### config.mk
export PLATFORM = sky130hd
export DESIGN_NAME = ctb_ctrl
export DESIGN_NICKNAME = d
export VERILOG_FILES = /design/src/hdl/assert_macros.svh /design/src/hdl/ctb_pkg.sv /design/src/hdl/ctb_ctrl.sv
export SDC_FILE = /design/constraint.sdc
export NUM_CORES = 1
export LEC_CHECK = 0
export ABC_AREA = 1
export BUFFER_PORTS_ARGS = -buffer_cell sky130_fd_sc_hd__buf_2
export CAP_MARGIN = 25
export CORE_AREA = 5 5 42 44
export CTS_BUF_LIST = sky130_fd_sc_hd__clkbuf_8
export DETAILED_ROUTE_END_ITERATION = 10
export DIE_AREA = 0 0 47 49
export PLACE_DENSITY = 0.61
export SLEW_MARGIN = 30
export SYNTH_ARGS = -nofsm -noshare
export SYNTH_HDL_FRONTEND = slang
export SYNTH_SLANG_ARGS = --single-unit
### constraint.sdc
create_clock -name i_clk -period 1.33 [get_ports i_clk]
set_clock_uncertainty 0.15 [all_clocks]
set_input_delay 0.266 -clock i_clk [delete_from_list [all_inputs] [get_ports i_clk]]
set_output_delay 0.266 -clock i_clk [all_outputs]
set_load 0.02 [all_outputs]
### src/hdl/assert_macros.svh
// assertion macros used by the rtl top, cartesian_tree_builder.sv
// no dependencies; define NO_ASSERTIONS to compile them out
`ifndef ASSERT_MACROS_SVH
`define ASSERT_MACROS_SVH
`ifndef NO_ASSERTIONS
// property must hold at every enabled edge
`define CTB_CHECK(lbl, clk, rst_n, prop, msg) \
    lbl: assert property (@(posedge clk) disable iff (!(rst_n)) (prop)) else $error(msg);
// condition must never be seen at an enabled edge
`define CTB_NEVER(lbl, clk, rst_n, cond, msg) \
    lbl: assert property (@(posedge clk) disable iff (!(rst_n)) !(cond)) else $error(msg);
`else
`define CTB_CHECK(lbl, clk, rst_n, prop, msg)
`define CTB_NEVER(lbl, clk, rst_n, cond, msg)
`endif
`endif

### src/hdl/ctb_pkg.sv
// shared types and constants of the cartesian tree builder
// no dependencies
package ctb_pkg;

    localparam int NW            = 11;   // index field width
    localparam int SW            = 21;   // checksum width
    localparam int VW            = 32;   // key width
    localparam int KW            = 2;    // kind field width
    localparam int MAX_NODES_DEF = 1024;

    typedef enum logic [KW-1:0] {
        K_APPEND = 2'd0,
        K_QUERY  = 2'd1,
        K_CLEAR  = 2'd2,
        K_NOP    = 2'd3
    } t_kind;

    typedef enum logic [3:0] {
        S_IDLE,
        S_POP,
        S_LINK,
        S_SUM_NEW,
        S_SUM_OLD,
        S_SUM_TOP,
        S_QRD,
        S_FIN
    } t_state;

    // multiplier operand selection
    typedef enum logic [1:0] {
        MS_NEW_LEFT,
        MS_TOP_OLD,
        MS_TOP_NEW
    } t_msel;

    typedef struct packed {
        logic  latch;
        logic  pop;
        logic  resolve;
        logic  wr_node;
        logic  wr_top;
        logic  acc_new;
        logic  acc_top;
        logic  commit;
        logic  q_read;
        logic  load_out;
        t_msel msel;
    } t_cmd;

    typedef struct packed {
        logic d_nz;
        logic greater;
        logic full;
        logic out_free;
    } t_stat;

endpackage

### src/hdl/ctb_ctrl.sv
// sequencer of the cartesian tree builder
// depends on ctb_pkg
module ctb_ctrl import ctb_pkg::*; (
    input  logic  i_clk,
    input  logic  i_rst_n,
    input  logic  i_in_valid,
    input  t_kind i_kind,
    input  t_stat i_stat,
    output logic  o_in_stall,
    output t_cmd  o_cmd
);

    t_state r_state, n_state;

    always_ff @(posedge i_clk) begin
        if (!i_rst_n) begin
            r_state <= S_IDLE;
        end else begin
            r_state <= n_state;
        end
    end

    always_comb begin
        n_state = r_state;
        o_cmd   = '0;
        o_cmd.msel = MS_NEW_LEFT;
        unique case (r_state)
            S_IDLE: begin
                if (i_in_valid) begin
                    o_cmd.latch = 1'b1;
                    unique case (i_kind)
                        K_APPEND: n_state = i_stat.full ? S_FIN : S_POP;
                        K_QUERY:  n_state = S_QRD;
                        default:  n_state = S_FIN;
                    endcase
                end
            end
            S_POP: begin
                if (i_stat.d_nz && i_stat.greater) begin
                    o_cmd.pop = 1'b1;
                end else begin
                    o_cmd.resolve = 1'b1;
                    n_state = S_LINK;
                end
            end
            S_LINK: begin
                o_cmd.wr_node = 1'b1;
                o_cmd.msel    = MS_NEW_LEFT;
                n_state       = S_SUM_NEW;
            end
            S_SUM_NEW: begin
                o_cmd.acc_new = 1'b1;
                o_cmd.wr_top  = 1'b1;
                o_cmd.msel    = MS_TOP_OLD;
                n_state       = S_SUM_OLD;
            end
            S_SUM_OLD: begin
                o_cmd.acc_top = 1'b1;
                o_cmd.msel    = MS_TOP_NEW;
                n_state       = S_SUM_TOP;
            end
            S_SUM_TOP: begin
                o_cmd.acc_top = 1'b1;
                o_cmd.commit  = 1'b1;
                n_state       = S_FIN;
            end
            S_QRD: begin
                o_cmd.q_read = 1'b1;
                n_state      = S_FIN;
            end
            S_FIN: begin
                if (i_stat.out_free) begin
                    o_cmd.load_out = 1'b1;
                    n_state        = S_IDLE;
                end
            end
            default: n_state = S_IDLE;
        endcase
    end

    assign o_in_stall = (r_state != S_IDLE);

endmodule

# After elaboration in Yosys (flattened, before gate mapping)
# Cells that the tools add are included.
# totals
reg_bits	4
inputBits	9
out_inout_bits	13
# classes
eq_ne	11
muxes	19
n_reduce_logical	7
# op_table
cell	n
4-bit case mux with 7 select lines	1
4-bit by 3-bit == test with 1-bit output (second input constant)	4
4-bit 2-to-1 mux	3
1-bit 2-to-1 mux	10
4-bit by 2-bit == test with 1-bit output (second input constant)	2
2-bit inequality test (second input constant)	3
3-bit case mux with 2 select lines	1
4-bit by 1-bit == test with 1-bit output (second input constant)	1
4-bit zero test	1
2-bit 2-to-1 mux	2
2-bit case mux with 2 select lines	1
4-bit nonzero test	1
2-bit OR reduction	2
3-bit 2-to-1 mux	1
3-bit AND reduction	1
2-bit by 1-bit == test with 1-bit output (second input constant)	1
2-bit zero test	1
1-bit logical AND	1

# Longest topological paths before layout
# depth
depth_word	4
mapped_depth	8
depth_no_buf	8

# Worst setup path before layout
# No wires, ideal clock.
# synth_timing
path_kind	register -> output
start	reg r_state[0]
end	out o_cmd[9] in the netlist's numbering
arrival_ps	1202
setup_slack_ps	-288
path_stages_with_launch	3
path_cell_list	dfxtp_1 inv_2 nor4_1
# synth_lines
item	line_no	rtl
from (decl)	ctb_ctrl.sv:13	t_state r_state, n_state;
from (signal assigned)	ctb_ctrl.sv:19	r_state <= n_state;
to (decl)	ctb_ctrl.sv:10	output t_cmd o_cmd

==> impl_summary.md <==
Run status
The flow ran to the end, but the final reports show violations. The final reports fail on negative setup slack.

Setup path
STA puts the critical path data arrival time at 1.09 ns. The biggest cell delay along the critical path is between 0.3 and 0.4 ns. The largest fanout of any net on the critical path is 4. The critical path class is flip-flop to output port.

The required time of the critical path is ~0.9 ns. STA classifies the critical path startpoint as a flip-flop. The signal on the critical path passes through buf_6 > nor2_4 > inv_2 > nor2_2 > buf_6.

The worst setup path is captured at an output port. The master of the slowest instance on the critical path is sky130_fd_sc_hd__dfxtp_4. Counting stages on the worst path, the most repeated cell is sky130_fd_sc_hd__buf_6.

Clock network
The clock latency on the worst-skew pair is around 0.22 ns. The cell at the root of the clock tree is sky130_fd_sc_hd__clkbuf_8. Counting along the longest clock path gives a buffer depth of 2. TritonCTS built the clock tree. In this run, CTS created clock tree buffers numbering 3. The clock-pin slew reported for the worst setup and hold paths after clock tree synthesis is 0.03 ns. The H-tree depth reported by CTS is 1. The number of clock sinks is 3.

Yosys
Of the post-synthesis cell area, the dominant cell type holds 0.181. The number of synthesized register bits is 3. After technology mapping, the gate count stands at 55. After synthesis the cells add up to about 330 um2.

The share of the Yosys chip area taken by registers is 0.181. In the post-synthesis netlist, the biggest area contributors are sky130_fd_sc_hd__dfxtp_1, sky130_fd_sc_hd__nand2_1, sky130_fd_sc_hd__nor2_1, sky130_fd_sc_hd__inv_1, sky130_fd_sc_hd__nor2_2. The number of distinct library cell variants in the gate-level netlist after synthesis is 21. Synthesis produced a netlist with a net count of 64. Yosys printed 0 warnings. The synthesized area per cell is between 6 and 7 um2. The cell type with the largest total area after synthesis is sky130_fd_sc_hd__dfxtp_1.

Placement
The HPWL after detailed placement is approximately 800 um. At the end of routability-driven placement, the weighted congestion stood at 0.715. The number of port buffers is 21.

Global routing
The via count of the first global-routing pass is between 400 and 500. In the global route stage, overall resource usage came out at 0.101. Global routing finished with a remaining overflow of 0.

The maximum number of pins on one net before global-route repair is 7. The number of antenna violations at the first check in global routing came to 0. The global-route wire length before repair is 1.68 mm.

Pwr
The maximum vdd ir drop is approximately 1.0 mV. In this run the static leakage power is between 0.3 and 0.4 nW. The total power per unit cell area is around 2400 mW/mm2. The total chip power is about 1.8 mW.

Timing
The slew at the pin closest to its max-slew limit is about 0.21 ns. The worst pin sits at a relative slew slack of 0.862. Dividing the final minimum period by the clock period gives 1.13.

The final setup violation count is 13. Derived from the worst setup path, the maximum achievable clock frequency is around 670 MHz. The number of slew-limit violations in the final report is 0.

Setup repair after global routing could not meet its margin everywhere. After layout, the minimum clock period comes to between 1.5 and 2 ns. Setup slack on the critical path of the routed design comes to -0.173 ns. The number of hold violations in the final report came to 0. The summed negative setup slack over all endpoints is -1.29 ns.

Die
The die area is 0.00230 mm2. The area of the core is 0.00140 mm2. The die boundary height is between 40 and 50 um. The width of the die is approximately 47 um. The floorplan has 14 rows. The initial utilization of the core area, before any placement, comes to 0.237. The number of ports placed on the die boundary is 22.

Routing
Summed over all layers, the routed wires come to ~1.1 mm. The vias after detailed routing is 460. The post-detailed-route DRC marker count is 0. For this block, the initial DRC count from the detailed router was 4.

Once detail routing completed, the nets flagged for antenna violations numbered 0. The number of iterations in the first detailed-routing pass is 4. After detailed routing, the number of vias per cell comes to approximately 4.4. The detail-routed net length per standard cell is ~11 um.

Final layout
The proportion of layout cells with a drive suffix above 1 is 0.727. The number of diodes is 0. For this run, the post-layout net count is 98. Leaving out fill and tap cells, the most frequent cells in the layout are sky130_fd_sc_hd__buf_4, sky130_fd_sc_hd__buf_6, sky130_fd_sc_hd__nand2_1. The largest registers in the layout are r_state x3. The fraction of the core area covered by cells at the end of the flow is 0.513.

Leaving out fill and tap cells, the most frequent cell in the layout is sky130_fd_sc_hd__buf_4. Relative to the synthesized area, the layout overhead comes to 117%. The register with the most flip-flops in the layout has 3 of them. Fill cells in the final layout number 144.

The register with the most flip-flops in the final layout is r_state.

Hold path
The tightest min-delay check is of the input pin to flip-flop type.

Run
Max-cap violations in this run came to 0.
-- synthesized netlist by cell type (all sizes together) --
cell,n
a21oi,3
clkinv,1
buf,2
o21ai,1
inv,10
nand2,13
nor4,1
dfxtp,3
nor3,1
nor2,15
nand4,1
nand3,3
and3,1
-- final timing paths --
check	cells after the start	to	slack, ns	startpoint
setup reg to reg	8	r_state[1]$_SDFFE_PN0P_	0.04	r_state[1]$_SDFFE_PN0P_
setup / recovery	5	o_cmd[1]	-0.17	r_state[1]$_SDFFE_PN0P_
hold reg to reg	4	r_state[1]$_SDFFE_PN0P_	0.57	r_state[0]$_SDFFE_PN0P_
hold / removal	3	r_state[1]$_SDFFE_PN0P_	0.14	i_rst_n
-- routing by layer --
layer | part of all wire | global-route usage | vias up | wire length [um]
met2 | 0.56 | 0.167 | 15 | 619
met5 | 0 | 0 | - | 0
li1 | - | - | 231 | -
met1 | 0.36 | 0.0941 | 214 | 400
met4 | 0 | 0.0922 | 0 | 0
met3 | 0.072 | 0.0258 | 0 | 79
-- power by group --
part | switching [mW] | total (mW) | leakage (nW) | internal (mW)
logic | 0.647 | 1.24 | 0.313 | 0.593
clock network | 0.0648 | 0.262 | 0.0269 | 0.197
registers | 0.0991 | 0.256 | 0.0267 | 0.157
-- area by class of cell --
| cell class | count | area, um2 | area share |
|---|---|---|---|
| inverter | 11 | 47.5 | 0.0662 |
| clock buffer | 3 | 41.3 | 0.0575 |
| tap | 16 | 20.0 | 0.0279 |
| sequential | 3 | 71.3 | 0.0993 |
| timing repair buffer | 31 | 254 | 0.354 |
| multi-input combinational | 39 | 280 | 0.390 |
| clock inverter | 1 | 3.75 | 0.00523 |
-- kinds of logic (layout without fill, tap and decap cells) --
group | count (synthesis) | count (layout) | share of synthesized area
compound gates | 4 | 4 | 0.0830
flops | 3 | 3 | 0.181
simple gates | 35 | 35 | 0.547
buf+inv | 13 | 46 | 0.189
-- worst max-delay path: cells and delay by family, from the launching register on --
family	cells	cell delay, ns
buffers and inverters	3	0.31
and+or+nand+nor	2	0.20
DFF	1	0.36
-- metrics by stage --
step                hold slack (ns)  setup WS, ns  cell area, um2  cells
floorplan                     0.235       -0.0164             365     55
global placement              0.367        0.0486             494     93
finish                        0.139        -0.173             718    104
global route                  0.150        -0.213             718    104
detailed placement            0.367        0.0307             494     93
CTS                           0.135        -0.161             633    102
-- timing repair --
item	in CTS	in global routing
setup buffers	5	3
setup endpoints to repair	13	15
pin swaps	5	6
gates resized for setup	21	20
hold endpoints to repair	0	0
hold buffers	0	0
Note: power is estimated with default switching activity, not from simulation.
